`src/rtl/armc_pkg.sv`:
```
// Package for the recovery maneuver controller: shared types, codes and constants.
// Used by armc_cfg, armc_core and the top level; depends on nothing.
package armc_pkg;

    // Operation carried by each input item
    localparam logic FUNC_START = 1'b0;
    localparam logic FUNC_TICK  = 1'b1;

    // Status codes of a result item
    localparam logic [1:0] ST_RUN  = 2'd0;
    localparam logic [1:0] ST_OK   = 2'd1;
    localparam logic [1:0] ST_FAIL = 2'd2;
    localparam logic [1:0] ST_IDLE = 2'd3;

    // Configuration register indexes
    localparam logic [2:0] REG_REV_SPEED      = 3'd0;
    localparam logic [2:0] REG_TURN_SPEED     = 3'd1;
    localparam logic [2:0] REG_REAR_CLEARANCE = 3'd2;
    localparam logic [2:0] REG_HALF_LENGTH    = 3'd3;
    localparam logic [2:0] REG_HALF_WIDTH     = 3'd4;
    localparam logic [2:0] REG_MIN_RADIUS     = 3'd5;
    localparam logic [2:0] REG_MAX_TURN_RATE  = 3'd6;
    localparam logic [2:0] REG_TIMEOUT_TICKS  = 3'd7;

    // Register reset values
    localparam logic [9:0]  RST_REV_SPEED      = 10'd120;
    localparam logic [9:0]  RST_TURN_SPEED     = 10'd80;
    localparam logic [10:0] RST_REAR_CLEARANCE = 11'd200;
    localparam logic [10:0] RST_HALF_LENGTH    = 11'd300;
    localparam logic [10:0] RST_HALF_WIDTH     = 11'd230;
    localparam logic [13:0] RST_MIN_RADIUS     = 14'd1038;
    localparam logic [11:0] RST_MAX_TURN_RATE  = 12'd77;
    localparam logic [15:0] RST_TIMEOUT_TICKS  = 16'd300;

    // Maneuver selection thresholds in mm of rear room
    localparam logic [13:0] AVAIL_SIMPLE_MIN = 14'd250;
    localparam logic [13:0] AVAIL_THREE_MIN  = 14'd150;
    // Safe distance clamp; 7/10 of the room reaches the upper bound from this room on
    localparam logic [9:0]  SAFE_MIN         = 10'd100;
    localparam logic [9:0]  SAFE_MAX         = 10'd600;
    localparam logic [13:0] AVAIL_SAFE_SAT   = 14'd858;
    // ceil(2^16 / 10), exact for the 13-bit dividends used here
    localparam logic [12:0] DIV10_RECIP      = 13'd6554;

    typedef enum logic [1:0] {
        MODE_IDLE   = 2'd0,
        MODE_SIMPLE = 2'd1,
        MODE_THREE  = 2'd2
    } t_mode;

    typedef enum logic [1:0] {
        PH_REV_STEER    = 2'd0,
        PH_FWD_STEER    = 2'd1,
        PH_REV_STRAIGHT = 2'd2,
        PH_DONE         = 2'd3
    } t_phase;

    typedef struct packed {
        logic [9:0]  rev_speed;
        logic [9:0]  turn_speed;
        logic [10:0] rear_clearance;
        logic [10:0] half_length;
        logic [10:0] half_width;
        logic [13:0] min_radius;
        logic [11:0] max_turn_rate;
        logic [15:0] timeout_ticks;
    } t_cfg;

    typedef struct packed {
        logic        func;
        logic        scan_valid;
        logic [13:0] dist_front;
        logic [13:0] dist_rear;
        logic [13:0] dist_left;
        logic [13:0] dist_right;
    } t_item;

    typedef struct packed {
        t_mode       mode;
        t_phase      turn_phase;
        logic        steer_left;
        logic [9:0]  safe_distance;
        logic [15:0] travel_tenths;
        logic [15:0] elapsed_ticks;
    } t_state;

    typedef struct packed {
        logic [1:0]         status;
        logic               cmd_valid;
        logic signed [10:0] linear_speed;
        logic signed [12:0] turn_rate;
        logic [1:0]         maneuver;
    } t_result;

endpackage

```
`src/rtl/armc_cfg.sv`:
```
// Configuration register file of the recovery maneuver controller.
// Depends on armc_pkg for the register indexes, reset values and t_cfg.
module armc_cfg
    import armc_pkg::*;
(
    input  logic        i_clk,
    input  logic        i_rst_n,
    input  logic        i_wr_en,
    input  logic [2:0]  i_wr_index,
    input  logic [15:0] i_wr_data,
    output t_cfg        o_cfg
);

    t_cfg r_cfg;
    t_cfg n_cfg;

    // Decode the write and mask the data to the register width
    always_comb begin
        n_cfg = r_cfg;
        if (i_wr_en) begin
            case (i_wr_index)
                REG_REV_SPEED:      n_cfg.rev_speed      = i_wr_data[9:0];
                REG_TURN_SPEED:     n_cfg.turn_speed     = i_wr_data[9:0];
                REG_REAR_CLEARANCE: n_cfg.rear_clearance = i_wr_data[10:0];
                REG_HALF_LENGTH:    n_cfg.half_length    = i_wr_data[10:0];
                REG_HALF_WIDTH:     n_cfg.half_width     = i_wr_data[10:0];
                REG_MIN_RADIUS:     n_cfg.min_radius     = i_wr_data[13:0];
                REG_MAX_TURN_RATE:  n_cfg.max_turn_rate  = i_wr_data[11:0];
                REG_TIMEOUT_TICKS:  n_cfg.timeout_ticks  = i_wr_data;
                default:            n_cfg = r_cfg;
            endcase
        end
    end

    // Hold the registers, load defaults on reset
    always_ff @(posedge i_clk) begin
        if (!i_rst_n) begin
            r_cfg.rev_speed      <= RST_REV_SPEED;
            r_cfg.turn_speed     <= RST_TURN_SPEED;
            r_cfg.rear_clearance <= RST_REAR_CLEARANCE;
            r_cfg.half_length    <= RST_HALF_LENGTH;
            r_cfg.half_width     <= RST_HALF_WIDTH;
            r_cfg.min_radius     <= RST_MIN_RADIUS;
            r_cfg.max_turn_rate  <= RST_MAX_TURN_RATE;
            r_cfg.timeout_ticks  <= RST_TIMEOUT_TICKS;
        end else begin
            r_cfg <= n_cfg;
        end
    end

    assign o_cfg = r_cfg;

endmodule

```
`src/rtl/armc_core.sv`:
```
// Combinational step of the recovery maneuver controller: maneuver planning on a
// start item, sequence advance on a tick item. Depends on armc_pkg.
module armc_core
    import armc_pkg::*;
(
    input  t_item   i_item,
    input  t_state  i_state,
    input  t_cfg    i_cfg,
    output t_state  o_state_next,
    output t_result o_result
);

    logic signed [14:0] avail_s;
    logic               avail_pos;
    logic [13:0]        avail;
    logic [16:0]        need;
    logic [16:0]        side_sum;
    t_mode              choice;
    logic [12:0]        avail7;
    logic [25:0]        div_prod;
    logic [9:0]         tenth7;
    logic [9:0]         safe_new;
    logic [15:0]        elapsed_inc;
    logic               timed_out;
    logic               rear_blocked;
    logic               front_blocked;
    logic [13:0]        safe_x10;
    logic [12:0]        safe_x5;
    logic [11:0]        safe_x3;
    logic [9:0]         move_speed;
    logic [16:0]        travel_sum;
    logic [15:0]        travel_sat;
    logic signed [10:0] neg_backup;
    logic signed [10:0] pos_turn_spd;
    logic signed [10:0] neg_turn_spd;
    logic signed [12:0] rate_s;
    logic signed [12:0] steer_rate;

    // Plan: rear room and the room needed for a straight reverse
    assign avail_s   = $signed({1'b0, i_item.dist_rear}) -
                       $signed({4'b0, i_cfg.rear_clearance});
    assign avail_pos = (avail_s > 15'sd0);
    assign avail     = avail_s[13:0];
    assign need      = {2'b0, i_cfg.min_radius, 1'b0} + {5'b0, i_cfg.half_width, 1'b0};
    assign side_sum  = {3'b0, i_item.dist_left} + {3'b0, i_item.dist_right};

    always_comb begin
        choice = MODE_IDLE;
        if (i_item.scan_valid && avail_pos) begin
            if (avail >= AVAIL_SIMPLE_MIN && side_sum >= need) begin
                choice = MODE_SIMPLE;
            end else if (avail >= AVAIL_THREE_MIN) begin
                choice = MODE_THREE;
            end
        end
    end

    // Safe distance: 7/10 of the room by reciprocal multiply, clamped
    assign avail7   = {avail[9:0], 3'b0} - {3'b0, avail[9:0]};
    assign div_prod = avail7 * DIV10_RECIP;
    assign tenth7   = div_prod[25:16];

    always_comb begin
        if (avail >= AVAIL_SAFE_SAT) begin
            safe_new = SAFE_MAX;
        end else if (tenth7 < SAFE_MIN) begin
            safe_new = SAFE_MIN;
        end else begin
            safe_new = tenth7;
        end
    end

    // Tick: time limit, obstacle checks and travel limits
    assign elapsed_inc   = (i_state.elapsed_ticks == 16'hFFFF) ? i_state.elapsed_ticks
                                                               : i_state.elapsed_ticks + 16'd1;
    assign timed_out     = (elapsed_inc > i_cfg.timeout_ticks);
    assign rear_blocked  = ({3'b0, i_item.dist_rear} < {3'b0, i_cfg.rear_clearance});
    assign front_blocked = (i_item.dist_front <
                            {2'b0, {1'b0, i_cfg.half_length} + {1'b0, i_cfg.rear_clearance}});
    assign safe_x10      = {1'b0, i_state.safe_distance, 3'b0} +
                           {3'b0, i_state.safe_distance, 1'b0};
    assign safe_x5       = {1'b0, i_state.safe_distance, 2'b0} + {3'b0, i_state.safe_distance};
    assign safe_x3       = {1'b0, i_state.safe_distance, 1'b0} + {2'b0, i_state.safe_distance};

    // Travel of one tick equals the commanded speed in tenths of mm, saturated
    assign move_speed = (i_state.mode == MODE_SIMPLE) ? i_cfg.rev_speed : i_cfg.turn_speed;
    assign travel_sum = {1'b0, i_state.travel_tenths} + {7'b0, move_speed};
    assign travel_sat = travel_sum[16] ? 16'hFFFF : travel_sum[15:0];

    // Signed commands
    assign neg_backup   = -$signed({1'b0, i_cfg.rev_speed});
    assign pos_turn_spd = $signed({1'b0, i_cfg.turn_speed});
    assign neg_turn_spd = -pos_turn_spd;
    assign rate_s       = $signed({1'b0, i_cfg.max_turn_rate});
    assign steer_rate   = i_state.steer_left ? rate_s : -rate_s;

    // Next state and result
    always_comb begin
        o_state_next = i_state;
        o_result     = '{status: ST_IDLE, cmd_valid: 1'b0, linear_speed: 11'sd0,
                         turn_rate: 13'sd0, maneuver: 2'd0};
        if (i_item.func == FUNC_START) begin
            if (choice == MODE_IDLE) begin
                o_state_next.mode = MODE_IDLE;
                o_result.status   = ST_FAIL;
            end else begin
                o_state_next.mode          = choice;
                o_state_next.safe_distance = safe_new;
                o_state_next.steer_left    = (i_item.dist_left >= i_item.dist_right);
                o_state_next.travel_tenths = 16'd0;
                o_state_next.turn_phase    = PH_REV_STEER;
                o_state_next.elapsed_ticks = 16'd0;
                o_result.status            = ST_RUN;
                o_result.maneuver          = choice;
            end
        end else begin
            case (i_state.mode)
                MODE_SIMPLE, MODE_THREE: begin
                    o_result.maneuver          = i_state.mode;
                    o_result.cmd_valid         = 1'b1;
                    o_result.status            = ST_RUN;
                    o_state_next.elapsed_ticks = elapsed_inc;
                    if (timed_out || !i_item.scan_valid) begin
                        o_state_next.mode = MODE_IDLE;
                        o_result.status   = ST_FAIL;
                    end else if (i_state.mode == MODE_SIMPLE) begin
                        if (rear_blocked || i_state.travel_tenths >= {2'b0, safe_x10}) begin
                            o_state_next.mode = MODE_IDLE;
                            o_result.status   = ST_OK;
                        end else begin
                            o_state_next.travel_tenths = travel_sat;
                            o_result.linear_speed      = neg_backup;
                        end
                    end else begin
                        case (i_state.turn_phase)
                            PH_REV_STEER: begin
                                if (rear_blocked ||
                                    i_state.travel_tenths >= {2'b0, safe_x10}) begin
                                    o_state_next.turn_phase    = PH_FWD_STEER;
                                    o_state_next.travel_tenths = 16'd0;
                                end else begin
                                    o_state_next.travel_tenths = travel_sat;
                                    o_result.linear_speed      = neg_turn_spd;
                                    o_result.turn_rate         = -steer_rate;
                                end
                            end
                            PH_FWD_STEER: begin
                                if (front_blocked ||
                                    i_state.travel_tenths >= {3'b0, safe_x5}) begin
                                    o_state_next.turn_phase    = PH_REV_STRAIGHT;
                                    o_state_next.travel_tenths = 16'd0;
                                end else begin
                                    o_state_next.travel_tenths = travel_sat;
                                    o_result.linear_speed      = pos_turn_spd;
                                    o_result.turn_rate         = steer_rate;
                                end
                            end
                            PH_REV_STRAIGHT: begin
                                if (rear_blocked ||
                                    i_state.travel_tenths >= {4'b0, safe_x3}) begin
                                    o_state_next.turn_phase = PH_DONE;
                                end else begin
                                    o_state_next.travel_tenths = travel_sat;
                                    o_result.linear_speed      = neg_turn_spd;
                                end
                            end
                            default: begin
                                o_state_next.mode  = MODE_IDLE;
                                o_result.status    = ST_OK;
                                o_result.cmd_valid = 1'b0;
                            end
                        endcase
                    end
                end
                default: begin
                    o_result.status = ST_IDLE;
                end
            endcase
        end
    end

endmodule

```
`src/rtl/ackermann_recovery_maneuver_controller_unit.sv`:
```
// Recovery maneuver controller for a car-like robot, top level.
// A result passes through the input register and then the result register.
// Throughput: one item per cycle while the output is not stalled; the one-step core between the two registers sets it.
// Reset (i_rst_n low, synchronous): pipeline empties, registers take their defaults,
// the maneuver state goes idle with zero safe distance, travel and elapsed time.
// Depends on armc_pkg, armc_cfg and armc_core.
module ackermann_recovery_maneuver_controller_unit
    import armc_pkg::*;
(
    input  logic        i_clk,
    input  logic        i_rst_n,
    // Configuration write channel
    input  logic        i_cfg_valid,
    output logic        o_cfg_ready,
    input  logic [2:0]  i_cfg_index,
    input  logic [15:0] i_cfg_data,
    // Input stream
    input  logic        s_axis_tvalid,
    output logic        s_axis_tready,
    // [0] scan_valid, [14:1] dist_front, [28:15] dist_rear, [42:29] dist_left,
    // [56:43] dist_right, [63:57] zero
    input  logic [63:0] s_axis_tdata,
    // [0] func
    input  logic        s_axis_tuser,
    // Output stream
    output logic        m_axis_tvalid,
    input  logic        m_axis_tready,
    // [1:0] status, [2] cmd_valid, [13:3] linear_speed, [26:14] turn_rate,
    // [28:27] maneuver, [31:29] zero
    output logic [31:0] m_axis_tdata
);

    t_cfg    cfg;
    t_item   in_item;
    t_state  state_next;
    t_result result;

    logic    r_in_valid;
    t_item   r_in;
    logic    r_out_valid;
    t_result r_out;
    t_state  r_state;
    logic    advance;
    logic    in_accept;

    // Registers take a write in every cycle
    assign o_cfg_ready = 1'b1;

    armc_cfg u_cfg (
        .i_clk      (i_clk),
        .i_rst_n    (i_rst_n),
        .i_wr_en    (i_cfg_valid),
        .i_wr_index (i_cfg_index),
        .i_wr_data  (i_cfg_data),
        .o_cfg      (cfg)
    );

    // Unpack the input item
    assign in_item.func       = s_axis_tuser;
    assign in_item.scan_valid = s_axis_tdata[0];
    assign in_item.dist_front = s_axis_tdata[14:1];
    assign in_item.dist_rear  = s_axis_tdata[28:15];
    assign in_item.dist_left  = s_axis_tdata[42:29];
    assign in_item.dist_right = s_axis_tdata[56:43];

    // Advance when the result register is free or being drained
    assign advance       = r_in_valid && (!r_out_valid || m_axis_tready);
    assign s_axis_tready = !r_in_valid || advance;
    assign in_accept     = s_axis_tvalid && s_axis_tready;

    armc_core u_core (
        .i_item       (r_in),
        .i_state      (r_state),
        .i_cfg        (cfg),
        .o_state_next (state_next),
        .o_result     (result)
    );

    // Input register
    always_ff @(posedge i_clk) begin
        if (!i_rst_n) begin
            r_in_valid <= 1'b0;
        end else if (s_axis_tready) begin
            r_in_valid <= s_axis_tvalid;
        end
    end

    always_ff @(posedge i_clk) begin
        if (in_accept) begin
            r_in <= in_item;
        end
    end

    // Maneuver state, updated once per processed item
    always_ff @(posedge i_clk) begin
        if (!i_rst_n) begin
            r_state.mode          <= MODE_IDLE;
            r_state.turn_phase    <= PH_REV_STEER;
            r_state.steer_left    <= 1'b0;
            r_state.safe_distance <= 10'd0;
            r_state.travel_tenths <= 16'd0;
            r_state.elapsed_ticks <= 16'd0;
        end else if (advance) begin
            r_state <= state_next;
        end
    end

    // Result register
    always_ff @(posedge i_clk) begin
        if (!i_rst_n) begin
            r_out_valid <= 1'b0;
        end else if (advance) begin
            r_out_valid <= 1'b1;
        end else if (m_axis_tready) begin
            r_out_valid <= 1'b0;
        end
    end

    always_ff @(posedge i_clk) begin
        if (advance) begin
            r_out <= result;
        end
    end

    assign m_axis_tvalid = r_out_valid;
    assign m_axis_tdata  = {3'b0, r_out.maneuver, r_out.turn_rate, r_out.linear_speed,
                            r_out.cmd_valid, r_out.status};

    // A tick while idle reports idle
    a_idle_tick: assert property (@(posedge i_clk) disable iff (!i_rst_n)
        advance && r_in.func == FUNC_TICK && r_state.mode == MODE_IDLE
        |=> r_out.status == ST_IDLE && !r_out.cmd_valid)
        else $error("tick in idle mode did not report idle");

    // An active maneuver always holds a clamped safe distance
    a_safe_range: assert property (@(posedge i_clk) disable iff (!i_rst_n)
        r_state.mode != MODE_IDLE
        |-> r_state.safe_distance >= SAFE_MIN && r_state.safe_distance <= SAFE_MAX)
        else $error("safe distance out of range during a maneuver");

    // Straight reverse never leaves the first phase
    a_simple_phase: assert property (@(posedge i_clk) disable iff (!i_rst_n)
        r_state.mode == MODE_SIMPLE |-> r_state.turn_phase == PH_REV_STEER)
        else $error("simple reverse left the first phase");

    // No command means zero motion in the result
    a_no_cmd_zero: assert property (@(posedge i_clk) disable iff (!i_rst_n)
        r_out_valid && !r_out.cmd_valid
        |-> r_out.linear_speed == 11'sd0 && r_out.turn_rate == 13'sd0)
        else $error("motion values without a command");

endmodule
```
`config.mk`:
```
export PLATFORM = sky130hd
export DESIGN_NAME = ackermann_recovery_maneuver_controller_unit
export DESIGN_NICKNAME = d
export VERILOG_FILES = /design/src/rtl/armc_pkg.sv /design/src/rtl/armc_cfg.sv /design/src/rtl/armc_core.sv /design/src/rtl/ackermann_recovery_maneuver_controller_unit.sv
export SDC_FILE = /design/constraint.sdc
export NUM_CORES = 1
export LEC_CHECK = 0
export BUFFER_PORTS_ARGS = -buffer_cell sky130_fd_sc_hd__clkbuf_2
export CORE_AREA = 5 5 189 227
export DETAILED_ROUTE_END_ITERATION = 7
export DIE_AREA = 0 0 194 232
export PLACE_DENSITY = 0.68
export SLEW_MARGIN = 5
export SYNTH_ARGS = -nofsm -noshare
export SYNTH_HDL_FRONTEND = slang
export SYNTH_SLANG_ARGS = --single-unit
```
`constraint.sdc`:
```
create_clock -name i_clk -period 9.2 [get_ports i_clk]
set_input_delay 1.84 -clock i_clk [delete_from_list [all_inputs] [get_ports i_clk]]
set_output_delay 1.84 -clock i_clk [all_outputs]
set_load 0.02 [all_outputs]
```
---- After elaboration in Yosys (flattened, before gate mapping) ----
Cells that the tools add are included.
operators by class
  add/sub/neg operators ................... 14
  shifts and indexed selects .............. 0
  $lt $le $gt $ge ......................... 13
  multiplexer cells ....................... 53
  equality and inequality tests ........... 25
  multipliers ............................. 1
  divide/modulo/power cells ............... 0
  reduce and logical (&&, ||, !) cells .... 35
  bitwise logic cells ..................... 3
operator list
  kind                                                                     number
  16-bit two-way mux                                                       8
  32-bit two-way mux                                                       2
  16-bit case mux with 3 select lines                                      1
  45-bit two-way mux                                                       1
  2-bit two-way mux                                                        21
  11-bit two-way mux                                                       3
  11-bit case mux with 3 select lines                                      1
  10-bit two-way mux                                                       3
  14-bit by 8-bit >= comparator with 1-bit output (second input constant)  2
  13-bit two-way mux                                                       2
  13-bit case mux with 2 select lines                                      1
  13-bit by 12-bit multiplier with 25-bit output (second input constant)   1
  25-bit two-way mux                                                       1
  24-bit two-way mux                                                       1
  23-bit two-way mux                                                       1
  10-bit negator with 11-bit output                                        2
  2-bit AND reduction                                                      9
  16-bit by 10-bit adder with 17-bit output                                1
  17-bit >= comparator                                                     1
  15-bit by 12-bit adder with 16-bit output                                1
  16-bit by 1-bit adder with 16-bit output (second input constant)         1
  16-bit == test (second input constant)                                   1
  16-bit by 12-bit >= comparator with 1-bit output                         1
  16-bit by 13-bit >= comparator with 1-bit output                         1
  other kinds (48)                                                         77
word-level totals
  flip-flop bits (word level) ............. 231
  memories kept ........................... 0
  RAM bits ................................ 0
  word-level logic and storage cells ...... 171
  output and inout bits ................... 35
  input port bits ......................... 89
  memory bits (read-only) ................. 0
  bits in latches ......................... 0

---- Depth between registers and ports, before layout ----
  depth in word-level cells ............... 10
  depth in mapped cells ................... 33
  gate-level depth less buffers ........... 33

---- Hierarchy ----
A second synthesis with hierarchy kept.
unflattened totals
  cell total of the unflattened synthesis .. 2,227
  area, all modules ....................... 19,956.6 um^2
by module, submodules not included
  module                                       cells an instance  area each (um^2)  seq. area each (um^2)  instances
  armc_core                                    1,575              11,697.5          0.0                    1
  ackermann_recovery_maneuver_controller_unit  307                4,633.2           3,593.4                1
  armc_cfg                                     345                3,626.0           1,901.8                1

---- Least setup slack after synthesis ----
No wires, ideal clock.
  path type ............................... flip-flop to flip-flop
  start ................................... register u_cfg.r_cfg, in the netlist u_cfg.o_cfg[68]
  end ..................................... register r_state[32] (netlist bit)
  setup time .............................. 96 ps
  data arrival time ....................... 7,791 ps
  required time ........................... 9,104 ps
  cell stages (with the launch flop) ...... 31
  period minus slack after synthesis ...... 7,887 ps
  buffers on the path ..................... 1
  setup slack ............................. 1,313 ps
  path through ............................ dfxtp_1 -> inv_1 -> ha_1 -> a21o_1 -> a21o_1 -> a221oi_2 -> xnor2_2 -> clkinv_1 -> ha_1 -> clkbuf_1 -> nor2_1 -> a31oi_1 -> a21oi_1 -> or4b_2 -> ha_1 -> fa_1 -> inv_1 -> fa_1 -> inv_1 -> fa_1 -> ha_1 -> ha_1 -> o21a_1 -> o21a_1 -> o21a_1 -> nor2_1 -> a31o_2 -> o21ai_0 -> mux2i_1 -> a31oi_1 -> o41ai_2
on the way
  cells in the longest elaborated chain, start to end .. 8
  elaborated cells between the ends (all ways) .. 18
  those cells by class .................... 2 x add/sub; 1 x mul; 5 x order compare; 5 x mux; 1 x bitwise; 4 x reduce/logical
ends and longest elaborated chain
  item                                                                                                    RTL line                                            text
  from (decl)                                                                                             armc_cfg.sv:14                                      t_cfg r_cfg;
  from (signal assigned)                                                                                  armc_cfg.sv:47                                      r_cfg <= n_cfg;
  14-bit by 11-bit subtractor with 15-bit output (*)                                                      armc_core.sv:40                                     assign avail_s = $signed({1'b0, i_item.dist_rear}) -
  parallel branches: the longest is 7 deep, another holds 13-bit by 12-bit multiplier with 25-bit output  --
  to (signal assigned)                                                                                    ackermann_recovery_maneuver_controller_unit.sv:104  r_state <= state_next;
  to (decl)                                                                                               ackermann_recovery_maneuver_controller_unit.sv:42   t_state r_state;
Every way passes the cells marked *.
A chain may end at the register's enable or synchronous reset.

---- Worst setup path after layout ----
  start ................................... register u_cfg.r_cfg, in the netlist u_cfg.o_cfg[68]
  end ..................................... register r_state[33] (netlist bit)
Same word-level chain as after synthesis.

==> metrics.cfg <==
[synthesis]
seq_area_frac_synth=0.288
syn-cell-area_sq_um=19100
synthFlopType=dfxtp_1
synth_area_per_cell_sq_um=8.59
async_flop_share=0
synth_cell_type_count=91
ys_seq_elements=231
synth_cells=2224
synth_top_area_frac=0.177
yosysTopAreaCell=ha_1
ys_top_cells_by_area=ha_1 18%, dfxtp_1 15%, edfxtp_1 14%, nand2_1 5.6%, a21oi_1 5.6%
synth.yosys.warnings=0
synth_edf_count=87

[detailed_routing]
antenna_left=0
wirelength_microns=47800
drt-initial-drc-count=912
via_per_inst=5.58
first_pass_iters=5
drc_errors=0
num_vias=15900
wire_per_inst_microns=16.8

[power]
leakagePower_nw=9.00
p_comb_frac=0.748
ir_worst_vdd_mv=0.785
p_sw_mw=4.16
p_seq_frac=0.130
switching_share=0.481
power.density_nw_per_um2=413
p_int_mw=4.49
pwr-share-clk=0.122

[floorplan]
core_sq_um=40400
boundaryPins=124
die_h_microns=232
fp.dieW_microns=194
row_count=81
dieArea_sq_um=45000
initial_utilization=0.472

[sta]
fmax_ghz=0.116
fin_setup_tns_ns=0
layout_setup_ws_ns=0.551
setup_viol_count_final=0
worst_pin_slew_ns=1.20
fin_crit_ns=8.65
rsz0062_at_grt=no
clock_skew_ns=0.00925
hold_viol_final=0
relSlewSlack=0.202
slew_viol_final=0
final.period_utilization=0.940

[worst_setup_path]
worst_ep_required_time_ns=9.64
arrival_ns=9.09
crit_top_cell=inv_1
worstSetupEndpointType=register
cp_slowest_cell=fa_1
path_class=reg2reg
startpoint_type=register
cp_max_fo=10
cpPeakStageDelay_ns=0.55

[place]
io_buffers=112
dpl.hpwl_microns=37400
place_ws_ns=0.497
globalplace.congestion=0.921
dpl_cell_area_sq_um=20000
dp.cells=2801

[global_routing]
grt_usage=0.207
grt_pass1_wl_microns=78100
grt_pass1_vias=16000
grt_max_degree=99
antenna_found_initial=0
grt_remaining_overflow=0

[clock_network]
cts_buffer_depth=3
clkTransAtPathRegs_ns=0.06
htree_num_levels=1
cts_buffers=26
holdBufCountCts=0
clk_latency_ns=0.54
cts_tree=done
cts_root_buffer=clkbuf_16
cts.sinks=231

[final_layout]
final_area_sq_um=20900
drive_above_1_share=0.0944
final_cells=2849
syn_to_final_growth_pct=9.57
final_nets=2695
n_antenna_cell=0
n_fill_cell=3773

[run]
maxCapViolCount=0

[hold_path]
hp-class=reg2reg

[outcome]
status=finished clean

==> Yosys cell counts, types with 16 or more instances <==
cell type	n
xor2_1	44
nor3_1	33
nand2b_1	30
dfxtp_1	144
nor2_1	133
inv_1	220
or3_1	16
edfxtp_1	87
o211ai_1	20
fa_1	46
ha_1	270
nand2_1	284
a21oi_1	212
clkbuf_1	55
o21bai_1	27
nor2b_1	19
a21o_1	40
and3_1	17
xnor2_1	89
o21ai_0	55
nand4_1	20
a31oi_1	16
nand3_1	81
==> cell usage in the layout, fill, tap and decap left out, types with 15 or more instances in the layout <==
master and instances:
nor3_1 33, and3_1 17, inv_1 220, nand2_1 284
edfxtp_1 87, or3_1 16, nand2b_1 30, nor2b_1 19
o21bai_1 27, ha_1 269, a31oi_1 16, dfxtp_1 144
a211oi_1 15, o211ai_1 20, xnor2_1 89, nor2_1 133
fa_1 46, a21oi_1 211, clkbuf_2 113, xor2_1 44
o21ai_0 55, nand3_1 81, a21o_1 40, nand4_1 20
clkbuf_16 27
==> state kept, by name (all words and copies together) (netlist names) <==
register	count
u_cfg.o_cfg	95
r_in	58
r_state	47
m_axis_tdata	29
m_axis_tvalid	1
r_in_valid	1
==> final timing paths <==
kind	from	to	slack [ns]	depth (start not counted)
worst max-delay path	u_cfg.o_cfg[68]	r_state[33]	0.55	30
worst min register to register	u_cfg.o_cfg[7]	u_cfg.o_cfg[7]	0.46	2
worst max register to register	u_cfg.o_cfg[68]	r_state[33]	0.55	30
worst min-delay path	u_cfg.o_cfg[7]	u_cfg.o_cfg[7]	0.46	2
==> logic make-up after synthesis <==
family          after synthesis  share of synthesized area
compound gates              524                      0.181
xor+xnor                    136                     0.0635
fa+ha+maj                   318                      0.226
buf+inv                     309                     0.0638
flops                       231                      0.288
mux                          21                     0.0126
other cells                   2                   0.000393
simple gates                683                      0.165
==> power by group through the flow <==
stage	registers [mW]	logic [mW]	clock network [mW]
after floorplan	1.14	5.05	0
after global placement	1.15	6.21	0
after detailed placement	1.15	6.41	0
after CTS	1.12	6.48	1.07
after global routing	1.13	7.43	1.12
final	1.12	6.47	1.05
==> routing by layer <==
layer,track usage,share of wire,vias to the layer above
li1,-,-,7948
met1,0.242,0.41,7510
met2,0.387,0.51,338
met3,0.0251,0.043,100
met4,0.0747,0.037,0
met5,0,0,-
==> worst max-delay path, delay by kind of cell (launching register included) <==
| family | cells | cell delay (ns) |
|---|---|---|
| XOR/XNOR | 2 | 0.42 |
| multiplexers | 1 | 0.37 |
| buffers and inverters | 6 | 0.61 |
| AO/OA/AOI/OAI | 10 | 2.72 |
| flip-flops | 1 | 0.37 |
| adder cells (fa/ha/maj) | 8 | 3.67 |
| AND/OR/NAND/NOR | 3 | 0.37 |
==> repair_timing <==
item,CTS,global route
setup endpoints to repair,0,6
buffers inserted,0,0
resized for setup,0,6
==> through the flow <==
stage / utilization / total power, mW / hold WS (ns)
floorplan: - / 6.19 / 0.436
global placement: 0.496 / 7.36 / 0.445
detailed placement: 0.496 / 7.56 / 0.449
CTS: 0.517 / 8.68 / 0.458
global route: 0.518 / 9.68 / 0.477
finish: 0.518 / 8.65 / 0.458
==> layout make-up <==
type                    count  area [sq um]  area share
multi-input cells        1686         12400       0.594
well taps                 539           674      0.0322
inverters                 222           833      0.0398
flip-flops and latches    231          5500       0.263
clock buffers              34           723      0.0345
repair buffers            123           643      0.0307
clock inverters            14           136     0.00651
Note: power is estimated with default switching activity, not from simulation.
